<file path="src/pcxrd_pkg.sv">
// shared constants, codes and control/status types of the pcx byte run decoder
package pcxrd_pkg;

    localparam int DEF_MAX_WIDTH  = 4096;
    localparam int DEF_MAX_HEIGHT = 4096;

    localparam int BYTE_W     = 8;
    localparam int OFFSET_W   = 26;
    localparam int COUNT_W    = 6;
    localparam int CFG_DATA_W = 13;
    localparam int CFG_IDX_W  = 2;
    localparam int PLANE_W    = 2;
    localparam int S_TDATA_W  = 8;
    localparam int M_TDATA_W  = 40;

    localparam logic [CFG_IDX_W-1:0] CFG_IDX_WIDTH  = 2'd0;
    localparam logic [CFG_IDX_W-1:0] CFG_IDX_HEIGHT = 2'd1;
    localparam logic [CFG_IDX_W-1:0] CFG_IDX_RGB    = 2'd2;

    localparam logic [CFG_DATA_W-1:0] RST_WIDTH  = 13'd640;
    localparam logic [CFG_DATA_W-1:0] RST_HEIGHT = 13'd480;

    localparam logic [1:0]         MARKER_TAG = 2'b11;
    localparam logic [PLANE_W-1:0] PLANE_BLUE = 2'd2;

    // controller to datapath
    typedef struct packed {
        logic at_input;   // controller is in its input-taking state
        logic take;       // input request accepted this cycle
        logic emit;       // produce one pixel at the current position
        logic last;       // emitted pixel is the final one for its input request
        logic mark;       // store a run marker
        logic run_load;   // consume pending run count into the run counter
        logic halt;       // image ends without output
    } t_cmd;

    // datapath to controller
    typedef struct packed {
        logic done;
        logic awaiting;
        logic marker;
        logic count_zero;
        logic count_one;
        logic row_ovf;
        logic completes;
        logic remain_one;
        logic slot_free;
    } t_status;

endpackage

</file>
<file path="src/pcxrd_ctrl.sv">
// controller state machine of the pcx byte run decoder
module pcxrd_ctrl (
    input  logic               i_clk,
    input  logic               i_rst_n,
    input  logic               i_valid,
    input  pcxrd_pkg::t_status i_status,
    output logic               o_ready,
    output pcxrd_pkg::t_cmd    o_cmd
);

    typedef enum logic [1:0] {
        ST_IDLE = 2'b01,
        ST_RUN  = 2'b10
    } t_state;

    t_state r_state;
    t_state n_state;

    always_comb begin
        n_state        = r_state;
        o_cmd          = '0;
        o_ready        = 1'b0;
        o_cmd.at_input = (r_state == ST_IDLE);
        case (r_state)
            ST_IDLE: begin
                o_ready = i_status.slot_free;
                if (i_valid && i_status.slot_free) begin
                    o_cmd.take = 1'b1;
                    if (i_status.done) begin
                        // image finished: byte dropped
                    end else if (i_status.awaiting) begin
                        o_cmd.run_load = 1'b1;
                        if (!i_status.count_zero) begin
                            if (i_status.row_ovf) begin
                                o_cmd.halt = 1'b1;
                            end else begin
                                o_cmd.emit = 1'b1;
                                o_cmd.last = i_status.count_one | i_status.completes;
                                if (!o_cmd.last) begin
                                    n_state = ST_RUN;
                                end
                            end
                        end
                    end else if (i_status.marker) begin
                        o_cmd.mark = 1'b1;
                    end else if (i_status.row_ovf) begin
                        o_cmd.halt = 1'b1;
                    end else begin
                        o_cmd.emit = 1'b1;
                        o_cmd.last = 1'b1;
                    end
                end
            end
            ST_RUN: begin
                if (i_status.slot_free) begin
                    o_cmd.emit = 1'b1;
                    o_cmd.last = i_status.remain_one | i_status.completes;
                    if (o_cmd.last) begin
                        n_state = ST_IDLE;
                    end
                end
            end
            default: begin
                n_state = ST_IDLE;
            end
        endcase
    end

    always_ff @(posedge i_clk) begin
        if (!i_rst_n) begin
            r_state <= ST_IDLE;
        end else begin
            r_state <= n_state;
        end
    end

endmodule

</file>
<file path="src/pcxrd_dp.sv">
// datapath of the pcx byte run decoder: config, position, run counter, offset, output register
module pcxrd_dp #(
    parameter int MaxWidth  = pcxrd_pkg::DEF_MAX_WIDTH,
    parameter int MaxHeight = pcxrd_pkg::DEF_MAX_HEIGHT
) (
    input  logic                                i_clk,
    input  logic                                i_rst_n,
    input  logic                                i_cfg_we,
    input  logic [pcxrd_pkg::CFG_IDX_W-1:0]     i_cfg_index,
    input  logic [pcxrd_pkg::CFG_DATA_W-1:0]    i_cfg_data,
    input  logic [pcxrd_pkg::BYTE_W-1:0]        i_code_byte,
    input  logic                                i_frame_start,
    input  pcxrd_pkg::t_cmd                     i_cmd,
    output pcxrd_pkg::t_status                  o_status,
    input  logic                                i_out_ready,
    output logic                                o_out_valid,
    output logic [pcxrd_pkg::BYTE_W-1:0]        o_pixel_byte,
    output logic [pcxrd_pkg::OFFSET_W-1:0]      o_dest_offset,
    output logic                                o_last_of_input,
    output logic                                o_image_complete
);

    localparam int CW = $clog2(MaxWidth);
    localparam int WW = $clog2(MaxWidth + 1);
    localparam int RW = $clog2(MaxHeight + 1);
    localparam int OW = pcxrd_pkg::OFFSET_W;
    localparam int NW = pcxrd_pkg::COUNT_W;
    localparam int PW = pcxrd_pkg::PLANE_W;

    logic [pcxrd_pkg::CFG_DATA_W-1:0] r_image_width;
    logic [pcxrd_pkg::CFG_DATA_W-1:0] r_image_height;
    logic                             r_rgb_mode;

    logic          r_awaiting;
    logic [NW-1:0] r_run_count;
    logic [NW-1:0] r_remain;
    logic [CW-1:0] r_column;
    logic [RW-1:0] r_row;
    logic [PW-1:0] r_plane;
    logic          r_done;
    logic [pcxrd_pkg::BYTE_W-1:0] r_value;

    logic                         r_out_valid;
    logic [pcxrd_pkg::BYTE_W-1:0] r_out_byte;
    logic [OW-1:0]                r_out_offset;
    logic                         r_out_last;
    logic                         r_out_complete;

    logic          clr;
    logic          awaiting_eff;
    logic          done_eff;
    logic [NW-1:0] count_eff;
    logic [CW-1:0] col_eff;
    logic [RW-1:0] row_eff;
    logic [PW-1:0] plane_eff;
    logic [PW-1:0] plane_sel;
    logic [WW-1:0] w_eff;
    logic [RW-1:0] h_eff;
    logic [CW:0]   col_inc;
    logic [RW-1:0] row_inc;
    logic          wrap;
    logic          row_adv;
    logic          completes;
    logic [OW-1:0] line_base;
    logic [OW-1:0] pix_index;
    logic [OW-1:0] offset;
    logic [pcxrd_pkg::BYTE_W-1:0] emit_value;

    // frame start clears position before the byte that carries it
    assign clr          = i_cmd.at_input & i_frame_start;
    assign awaiting_eff = clr ? 1'b0 : r_awaiting;
    assign done_eff     = clr ? 1'b0 : r_done;
    assign count_eff    = clr ? '0 : r_run_count;
    assign col_eff      = clr ? '0 : r_column;
    assign row_eff      = clr ? '0 : r_row;
    assign plane_eff    = clr ? '0 : r_plane;

    // clamp geometry into 1..max
    always_comb begin
        if (r_image_width == '0) begin
            w_eff = WW'(1);
        end else if (32'(r_image_width) > 32'(MaxWidth)) begin
            w_eff = WW'(MaxWidth);
        end else begin
            w_eff = WW'(r_image_width);
        end
        if (r_image_height == '0) begin
            h_eff = RW'(1);
        end else if (32'(r_image_height) > 32'(MaxHeight)) begin
            h_eff = RW'(MaxHeight);
        end else begin
            h_eff = RW'(r_image_height);
        end
    end

    assign col_inc   = {1'b0, col_eff} + (CW+1)'(1);
    assign row_inc   = row_eff + RW'(1);
    assign wrap      = 32'(col_inc) >= 32'(w_eff);
    assign row_adv   = wrap & ~(r_rgb_mode & (plane_eff < pcxrd_pkg::PLANE_BLUE));
    assign completes = row_adv & (32'(row_inc) >= 32'(h_eff));
    assign plane_sel = (plane_eff > pcxrd_pkg::PLANE_BLUE) ? pcxrd_pkg::PLANE_BLUE : plane_eff;

    // only the low offset bits are kept, so the product is formed at offset width
    assign line_base = OW'(row_eff) * OW'(w_eff);
    assign pix_index = line_base + OW'(col_eff);
    assign offset    = r_rgb_mode ? (pix_index + (pix_index << 1) + OW'(plane_sel)) : pix_index;

    assign emit_value = i_cmd.at_input ? i_code_byte : r_value;

    always_comb begin
        o_status            = '0;
        o_status.done       = done_eff;
        o_status.awaiting   = awaiting_eff;
        o_status.marker     = (i_code_byte[pcxrd_pkg::BYTE_W-1 -: 2] == pcxrd_pkg::MARKER_TAG);
        o_status.count_zero = (count_eff == '0);
        o_status.count_one  = (count_eff == NW'(1));
        o_status.row_ovf    = 32'(row_eff) >= 32'(h_eff);
        o_status.completes  = completes;
        o_status.remain_one = (r_remain == NW'(1));
        o_status.slot_free  = ~r_out_valid | i_out_ready;
    end

    always_ff @(posedge i_clk) begin
        if (!i_rst_n) begin
            r_image_width  <= pcxrd_pkg::RST_WIDTH;
            r_image_height <= pcxrd_pkg::RST_HEIGHT;
            r_rgb_mode     <= 1'b0;
            r_awaiting     <= 1'b0;
            r_run_count    <= '0;
            r_remain       <= '0;
            r_column       <= '0;
            r_row          <= '0;
            r_plane        <= '0;
            r_done         <= 1'b0;
            r_out_valid    <= 1'b0;
        end else begin
            if (i_cfg_we) begin
                case (i_cfg_index)
                    pcxrd_pkg::CFG_IDX_WIDTH:  r_image_width  <= i_cfg_data;
                    pcxrd_pkg::CFG_IDX_HEIGHT: r_image_height <= i_cfg_data;
                    pcxrd_pkg::CFG_IDX_RGB:    r_rgb_mode     <= i_cfg_data[0];
                    default: begin
                    end
                endcase
            end
            if (i_cmd.take && i_frame_start) begin
                r_awaiting  <= 1'b0;
                r_run_count <= '0;
                r_column    <= '0;
                r_row       <= '0;
                r_plane     <= '0;
                r_done      <= 1'b0;
            end
            if (i_cmd.mark) begin
                r_awaiting  <= 1'b1;
                r_run_count <= i_code_byte[NW-1:0];
            end
            if (i_cmd.run_load) begin
                r_awaiting  <= 1'b0;
                r_run_count <= '0;
                r_remain    <= count_eff - NW'(1);
            end else if (i_cmd.emit && !i_cmd.at_input) begin
                r_remain <= r_remain - NW'(1);
            end
            if (i_cmd.halt) begin
                r_done <= 1'b1;
            end
            if (i_cmd.emit) begin
                if (wrap) begin
                    r_column <= '0;
                    if (row_adv) begin
                        r_plane <= '0;
                        r_row   <= row_inc;
                    end else begin
                        r_plane <= plane_eff + PW'(1);
                    end
                end else begin
                    r_column <= col_inc[CW-1:0];
                end
                if (completes) begin
                    r_done <= 1'b1;
                end
            end
            if (i_cmd.emit) begin
                r_out_valid <= 1'b1;
            end else if (i_out_ready) begin
                r_out_valid <= 1'b0;
            end
        end
    end

    always_ff @(posedge i_clk) begin
        if (i_cmd.take) begin
            r_value <= i_code_byte;
        end
        if (i_cmd.emit) begin
            r_out_byte     <= emit_value;
            r_out_offset   <= offset;
            r_out_last     <= i_cmd.last;
            r_out_complete <= completes;
        end
    end

    assign o_out_valid      = r_out_valid;
    assign o_pixel_byte     = r_out_byte;
    assign o_dest_offset    = r_out_offset;
    assign o_last_of_input  = r_out_last;
    assign o_image_complete = r_out_complete;

endmodule

</file>
<file path="src/pcx_byte_run_decoder.sv">
// top level of the pcx byte run decoder
// Usage: compressed bytes enter on the s_axis channel, one byte per request,
// tuser set on the first byte of a frame to restart at offset zero. A byte
// with both top bits set is a run marker (low six bits = repeat count) and
// the following byte is repeated; any other byte is a literal pixel.
// Each decoded pixel leaves on m_axis with its destination byte offset;
// tlast marks the final pixel caused by one input byte and tuser marks the
// pixel that fills the last position of the image.
// Geometry and rgb mode come from the write port; the user must see that
// they are changed between requests only, as the block does not enforce it.
// A byte's first pixel is registered and is valid in the cycle after that byte.
// Literals, markers and dropped bytes are each taken in one handshake; a run
// holds the input while its pixels leave, one pixel per cycle while the
// receiver is ready, as every pixel passes through the single output register.
// The offset is one row-times-width product plus adds per pixel.
// A stalled receiver holds the output register and, through it, the input.
// Reset restores 640 x 480 single-plane geometry and clears all frame state.
module pcx_byte_run_decoder #(
    parameter int MaxWidth  = pcxrd_pkg::DEF_MAX_WIDTH,
    parameter int MaxHeight = pcxrd_pkg::DEF_MAX_HEIGHT
) (
    input  logic                                 i_clk,
    input  logic                                 i_rst_n,
    input  logic                                 i_s_axis_tvalid,
    output logic                                 o_s_axis_tready,
    input  logic [pcxrd_pkg::S_TDATA_W-1:0]      i_s_axis_tdata,  // [7:0] code_byte
    input  logic                                 i_s_axis_tuser,  // [0] frame_start
    output logic                                 o_m_axis_tvalid,
    input  logic                                 i_m_axis_tready,
    output logic [pcxrd_pkg::M_TDATA_W-1:0]      o_m_axis_tdata,  // [7:0] pixel_byte, [33:8] dest_offset
    output logic                                 o_m_axis_tlast,  // last_of_input
    output logic                                 o_m_axis_tuser,  // [0] image_complete
    input  logic                                 i_cfg_we,
    input  logic [pcxrd_pkg::CFG_IDX_W-1:0]      i_cfg_index,
    input  logic [pcxrd_pkg::CFG_DATA_W-1:0]     i_cfg_data
);

    pcxrd_pkg::t_cmd    cmd;
    pcxrd_pkg::t_status status;

    logic [pcxrd_pkg::BYTE_W-1:0]   pixel_byte;
    logic [pcxrd_pkg::OFFSET_W-1:0] dest_offset;

    pcxrd_ctrl u_ctrl (
        .i_clk    (i_clk),
        .i_rst_n  (i_rst_n),
        .i_valid  (i_s_axis_tvalid),
        .i_status (status),
        .o_ready  (o_s_axis_tready),
        .o_cmd    (cmd)
    );

    pcxrd_dp #(
        .MaxWidth  (MaxWidth),
        .MaxHeight (MaxHeight)
    ) u_dp (
        .i_clk            (i_clk),
        .i_rst_n          (i_rst_n),
        .i_cfg_we         (i_cfg_we),
        .i_cfg_index      (i_cfg_index),
        .i_cfg_data       (i_cfg_data),
        .i_code_byte      (i_s_axis_tdata[pcxrd_pkg::BYTE_W-1:0]),
        .i_frame_start    (i_s_axis_tuser),
        .i_cmd            (cmd),
        .o_status         (status),
        .i_out_ready      (i_m_axis_tready),
        .o_out_valid      (o_m_axis_tvalid),
        .o_pixel_byte     (pixel_byte),
        .o_dest_offset    (dest_offset),
        .o_last_of_input  (o_m_axis_tlast),
        .o_image_complete (o_m_axis_tuser)
    );

    assign o_m_axis_tdata = {
        {(pcxrd_pkg::M_TDATA_W - pcxrd_pkg::OFFSET_W - pcxrd_pkg::BYTE_W){1'b0}},
        dest_offset,
        pixel_byte
    };

endmodule

</file>
<file path="config.mk">
export PLATFORM = sky130hd
export DESIGN_NAME = pcx_byte_run_decoder
export DESIGN_NICKNAME = d
export VERILOG_FILES = /design/src/pcxrd_pkg.sv /design/src/pcxrd_ctrl.sv /design/src/pcxrd_dp.sv /design/src/pcx_byte_run_decoder.sv
export SDC_FILE = /design/constraint.sdc
export NUM_CORES = 1
export LEC_CHECK = 0
export BUFFER_PORTS_ARGS = -buffer_cell sky130_fd_sc_hd__buf_2
export CORE_UTILIZATION = 50
export DETAILED_ROUTE_END_ITERATION = 12
export MAX_ROUTING_LAYER = met4
export PLACE_DENSITY = 0.72
export SYNTH_ARGS = -nofsm -noshare
export SYNTH_HDL_FRONTEND = slang
export SYNTH_HIERARCHICAL = 1
export SYNTH_SLANG_ARGS = --single-unit
</file>
<file path="constraint.sdc">
create_clock -name i_clk -period 29.9 [get_ports i_clk]
set_input_delay 5.98 -clock i_clk [delete_from_list [all_inputs] [get_ports i_clk]]
set_output_delay 5.98 -clock i_clk [all_outputs]
set_load 0.02 [all_outputs]
</file>
* After elaboration in Yosys (flattened, before gate mapping)
Index checks and enable logic that the tools add are counted.
Storage, ports and cells: memory bits (read-only) 0, memories 0, bits of input ports 29, output and inout port bits 44, memory bits (writable) 0, bits in latches 0, register bits after elaboration 115
Operators by class: shift-type cells 0, add/sub/neg operators 8, order comparisons 7, divide/modulo/power cells 0, multiply operators 1, multiplexer cells 64, reduce and logical (&&, ||, !) cells 17, bitwise logic cells 10, equality and inequality tests 15
Operator list (number):
- two-way mux 13 bit | 9
- two-way mux 12 bit | 4
- two-way mux 2 bit | 20
- greater-or-equal comparator 13 bit | 3
- two-way mux 6 bit | 6
- adder 26 x 12 -> 26 bit | 1
- adder 26 x 2 -> 26 bit | 1
- adder 26 bit | 1
- greater-than comparator 13 bit, second input constant | 2
- zero test 13 bit | 2
- multiplier 13 x 13 -> 26 bit | 1
- two-way mux 26 bit | 1
- two-way mux 1 bit | 19
- adder 12 x 1 -> 13 bit, second input constant | 1
- adder 13 x 1 -> 13 bit, second input constant | 1
- == test 6 x 1 -> 1 bit, second input constant | 2
- inequality test 2 bit, second input constant | 6
- subtractor 6 x 1 -> 6 bit, second input constant | 2
- two-way mux 8 bit | 1
- one-hot mux 2 bit (2 select lines) | 2
- AND reduction 8 bit | 1
- nonzero test 2 bit | 4
- == test 2 bit, second input constant | 3
- zero test 6 bit | 1
- 15 further kinds | 28

* Longest topological paths before layout
depth after elaboration 20, depth in mapped cells 42, mapped depth without buffers 37

* By module
Netlist, hierarchy kept.
By module, submodules not included:
- pcxrd_dp | times used 1, cells each 1532, area an instance 13466.7 um^2, sequential area each 2702.6 um^2
- pcxrd_ctrl | times used 1, cells each 35, area an instance 269.0 um^2, sequential area each 40.0 um^2
- pcx_byte_run_decoder | times used 1, cells each 7, area an instance 48.8 um^2, sequential area each 0.0 um^2

* Worst setup path after synthesis
OpenSTA, ideal clock, no wires.
kind input to register, start input port i_s_axis_tuser, end register u_dp.r_row[10], cell stages on the path 23, path buffers 5, path slack 15451 ps, arrival time 14321 ps, cells stage by stage nand2_1 -> clkbuf_1 -> clkbuf_1 -> and2_1 -> clkbuf_1 -> inv_1 -> clkbuf_1 -> ha_1 -> a21boi_0 -> o21a_1 -> o21a_1 -> o21a_1 -> o21a_1 -> o21ai_0 -> nand2b_1 -> a21oi_1 -> o21ai_0 -> a31o_2 -> o41ai_1 -> nand3_1 -> buf_2 -> nand4_1 -> o21ai_0
RTL lines:
- from (decl) | line pcx_byte_run_decoder.sv:27 | input logic i_s_axis_tuser,
- to (signal assigned) | line pcxrd_dp.sv:173 | r_row <= row_inc;
- to (decl) | line pcxrd_dp.sv:38 | logic [RW-1:0] r_row;

* Worst setup path after layout
start input port i_s_axis_tuser, end register u_dp.r_out_offset[25] (netlist: u_dp/o_dest_offset[25]) (data pin)
Between the ends: word-level cells in the longest chain between the ends 7, elaborated cells on any way between the ends 11, those cells by class add/sub: 3; mul: 1; order compare: 1; mux: 5; bitwise: 1
RTL lines:
- bitwise AND 1 bit (*) | line pcxrd_dp.sv:70 | assign clr = i_cmd.at_input & i_frame_start;
- two-way mux 13 bit | line pcxrd_dp.sv:75 | assign row_eff = clr ? '0 : r_row;
- multiplier 13 x 13 -> 26 bit | line pcxrd_dp.sv:104 | assign line_base = OW'(row_eff) * OW'(w_eff);
- adder 26 x 12 -> 26 bit | line pcxrd_dp.sv:105 | assign pix_index = line_base + OW'(col_eff);
- adder 26 bit | line pcxrd_dp.sv:106 | assign offset = r_rgb_mode ? (pix_index + (pix_index << 1) + OW'(plane_sel)) : pix_index;
- adder 26 x 2 -> 26 bit | line pcxrd_dp.sv:106
- two-way mux 26 bit (*) | line pcxrd_dp.sv:106
- named net u_dp.offset[25] | line pcxrd_dp.sv:66 | logic [OW-1:0] offset;
- to (signal assigned) | line pcxrd_dp.sv:198 | r_out_offset <= offset;
- to (decl) | line pcxrd_dp.sv:45 | logic [OW-1:0] r_out_offset;
Mark *: on every way through the listed nets, which the timed path passes. The rest lies on a longest branch. A chain may end at the register's enable or synchronous reset.

==> out/qor.yml <==
pwr:
  clkPwrFrac: 0.490
  switching_share: 0.2784
  p_per_area_nw_per_um2: 27.48
  pwr-share-seq: 0.417
  peakVddDrop_mv: 0.03786
  p_leak_nw: 7.304
  p_sw_mw: 0.1142
  cell_internal_pwr_mw: 0.2960
  comb_power_share: 0.093
logic_synthesis:
  synth-edff-count: 44
  ys_seq_area_frac: 0.1990
  avgSynthCellArea_um2: 8.758
  ys.flop_type: "dfxtp_1"
  async_reset_ff_frac: 0
  yosysMostFrequentCell: "nand2_1"
  synth_area_leaders: "fa_1 (19%), ha_1 (17%), dfxtp_1 (10%), edfxtp_1 (9.6%), nand2_1 (6.9%)"
  ys_types: 76
  synth_area_um2: 13780
  synth_compound_area_frac: 0.1224
  yosysTopAreaCellShare: 0.1903
  synth_largest_area_cell: "fa_1"
  synth_top_family_by_area: "adder cells"
  synth_common_cells: "nand2_1 (252), inv_1 (188), ha_1 (185)"
  syn_inst: 1574
  synth_fa_ha_area_frac: 0.3582
  synth_warnings: 6
  yosys_register_bits: 115
  synthSimpleGateAreaFrac: 0.1795
  synth_mux_area_frac: 0.02015
  synth_xor_area_frac: 0.04765
floorplan:
  dieArea_um2: 28240
  die-height_um: 168.0
  rows: 60
  fp.dieW_um: 168.0
  ios: 73
  core_area_um2: 27030
  start_util: 0.5100
global_route:
  grt_pass1_wl_mm: 53.67
  first_global_vias: 10690
  overflow: 0
  grt_max_degree: 79
  antenna_found_initial: 0
  grt_usage: 0.2472
timing:
  rsz0062_at_grt: "no"
  post-route-min-period_ns: 14.58
  final.setup.worst_slack_ns: 15.32
  fin_worst_skew_ns: 0.01144
  slew_headroom: 0.2974
  hold_violations: 0
  fmax_mhz: 68.56
  slew_viol_final: 0
  tightest_slew_ns: 1.054
  finalSetupViolCount: 0
  finalCritPeriodShare: 0.4878
  tns_ns: 0
hold_path:
  hold_path_class: "flop to flop"
  hold_path.startpoint: "u_dp/r_image_height[0]"
flow_run:
  maxCapViolCount: 0
routing:
  drt_first_pass_iters: 5
  wl_per_cell_um: 16.66
  drc_errors: 0
  via_per_inst: 5.651
  drt_iter0_markers: 854
  vias: 11120
  final_antenna_net_count: 0
  wl_mm: 32.77
worst_setup_path:
  worstReg2RegStart: "u_ctrl/r_state[1]"
  cp.arrival_ns: 14.76
  crit_buf_inv: 6
  crit_path_end_kind: "flop"
  critical-path-top-delay-family: "adder cells"
  worstPathMaxFanout: 38
  cp_slowest_cell: "a2111oi_1"
  startpoint_type: "input port"
  cp.required_ns: 30.07
  crit_top_cell: "fa_1"
  slowest_delay_ns: 0.60
  critical_path_class: "input port to flop"
  startpoint: "i_s_axis_tuser"
clocking:
  clkSinkCount: 115
  cts_setup_buffers: 0
  numCtsBuffers: 17
  cts_tree: "built"
  h-tree-depth: 4
  cts.path.max_buffers: 2
  cts_hold_buf: 0
  post_cts_resized: 0
  insertion_delay_ns: 0.43
  cts_root_buf: "clkbuf_16"
  clk_pin_slew_worst_paths_ns: 0.06
final_layout:
  fin_nets: 1958
  drive_gt1_frac: 0.09225
  syn2layout_area_growth_pct: 8.297
  stdcell_count: 1967
  n_antenna_cell: 0
placement:
  pre_cts_ws_ns: 14.93
  place_inst: 1935
  place_congestion: 0.9726
  dp_hpwl_mm: 25.62
  io_buffers: 66
run_status:
  status: "completed"
[per-layer routing]
metal	routed length, um	track usage
met3	1683	0.03056
met2	15130	0.3839
met5	0	-
met1	15080	0.3315
met4	875	0.09095
[worst min-delay path: stages (launching register included)]
cell,delay (ns)
dfxtp_1,0.31
nand2_1,0.05
a21boi_0,0.07
[area by class of cell]
cell class	count	area (um^2)
fillers	2495	12100
multi-input cells	1208	10060
clock inverters	14	128.9
inverters	195	732.0
clock buffers	18	429.2
well taps	341	426.7
flip-flops and latches	115	2743
repair buffers	76	405.4
[path summary, 6_finish.rpt]
path,endpoint,cells after the start,slack (ns)
setup / recovery,u_dp/o_dest_offset[25],33,15.32
hold / removal,u_dp/r_image_height[0],2,0.48
setup reg to reg,u_dp/o_dest_offset[25],34,20.10
hold reg to reg,u_dp/r_image_height[0],2,0.48
[power groups by stage]
| stage | clock network, mW | registers (mW) | logic [mW] |
|---|---|---|---|
| 6_report | 0.201 | 0.171 | 0.0382 |
| 5_1_grt | 0.212 | 0.172 | 0.0419 |
| 4_1_cts | 0.204 | 0.171 | 0.0380 |
| 3_5_place_dp | 0 | 0.174 | 0.0379 |
| 3_3_place_gp | 0 | 0.174 | 0.0374 |
| 2_1_floorplan | 0 | 0.178 | 0.0222 |
[sequential cells by signal, indices dropped and copies added, names as in the netlist]
| register | cells |
|---|---|
| u_dp/o_dest_offset | 26 |
| u_dp/r_image_height | 13 |
| u_dp/r_image_width | 13 |
| u_dp/r_row | 13 |
| u_dp/r_column | 12 |
| u_dp/o_pixel_byte | 8 |
| u_dp/r_value | 8 |
| u_dp/r_remain | 6 |
| u_dp/r_run_count | 6 |
| u_ctrl/r_state | 2 |
| u_dp/r_plane | 2 |
| u_dp/o_image_complete | 1 |
| u_dp/o_last_of_input | 1 |
| u_dp/o_out_valid | 1 |
| u_dp/r_awaiting | 1 |
| u_dp/r_done | 1 |
| u_dp/r_rgb_mode | 1 |
[cell families after synthesis]
group,Yosys count
AO/OA/AOI/OAI,242
AND/OR/NAND/NOR,544
flip-flops,115
adder cells (fa/ha/maj),316
multiplexers,25
other,1
XOR/XNOR,75
buffers and inverters,256
[cell usage in the layout (no fill, tap or decap), drive strengths merged, types with 48 or more instances in the layout]
master,instances
a21oi,48
buf,76
dfxtp,71
fa,131
ha,185
inv,196
nand2,252
nor2,119
o21ai,49
xnor2,52
[through the flow]
| step | power [mW] | hold slack, ns | instance area (um^2) | utilization |
|---|---|---|---|---|
| final | 0.4102 | 0.4772 | 14930 | 0.5524 |
| after detailed placement | 0.2124 | 0.4678 | 14370 | 0.5317 |
| after global routing | 0.4252 | 0.5071 | 14930 | 0.5524 |
| after floorplan | 0.2005 | 0.4429 | 13800 | - |
| after global placement | 0.2118 | 0.4599 | 14370 | 0.5317 |
| after CTS | 0.4132 | 0.4769 | 14930 | 0.5524 |
No activity file was read; power rests on OpenSTA's default activity.
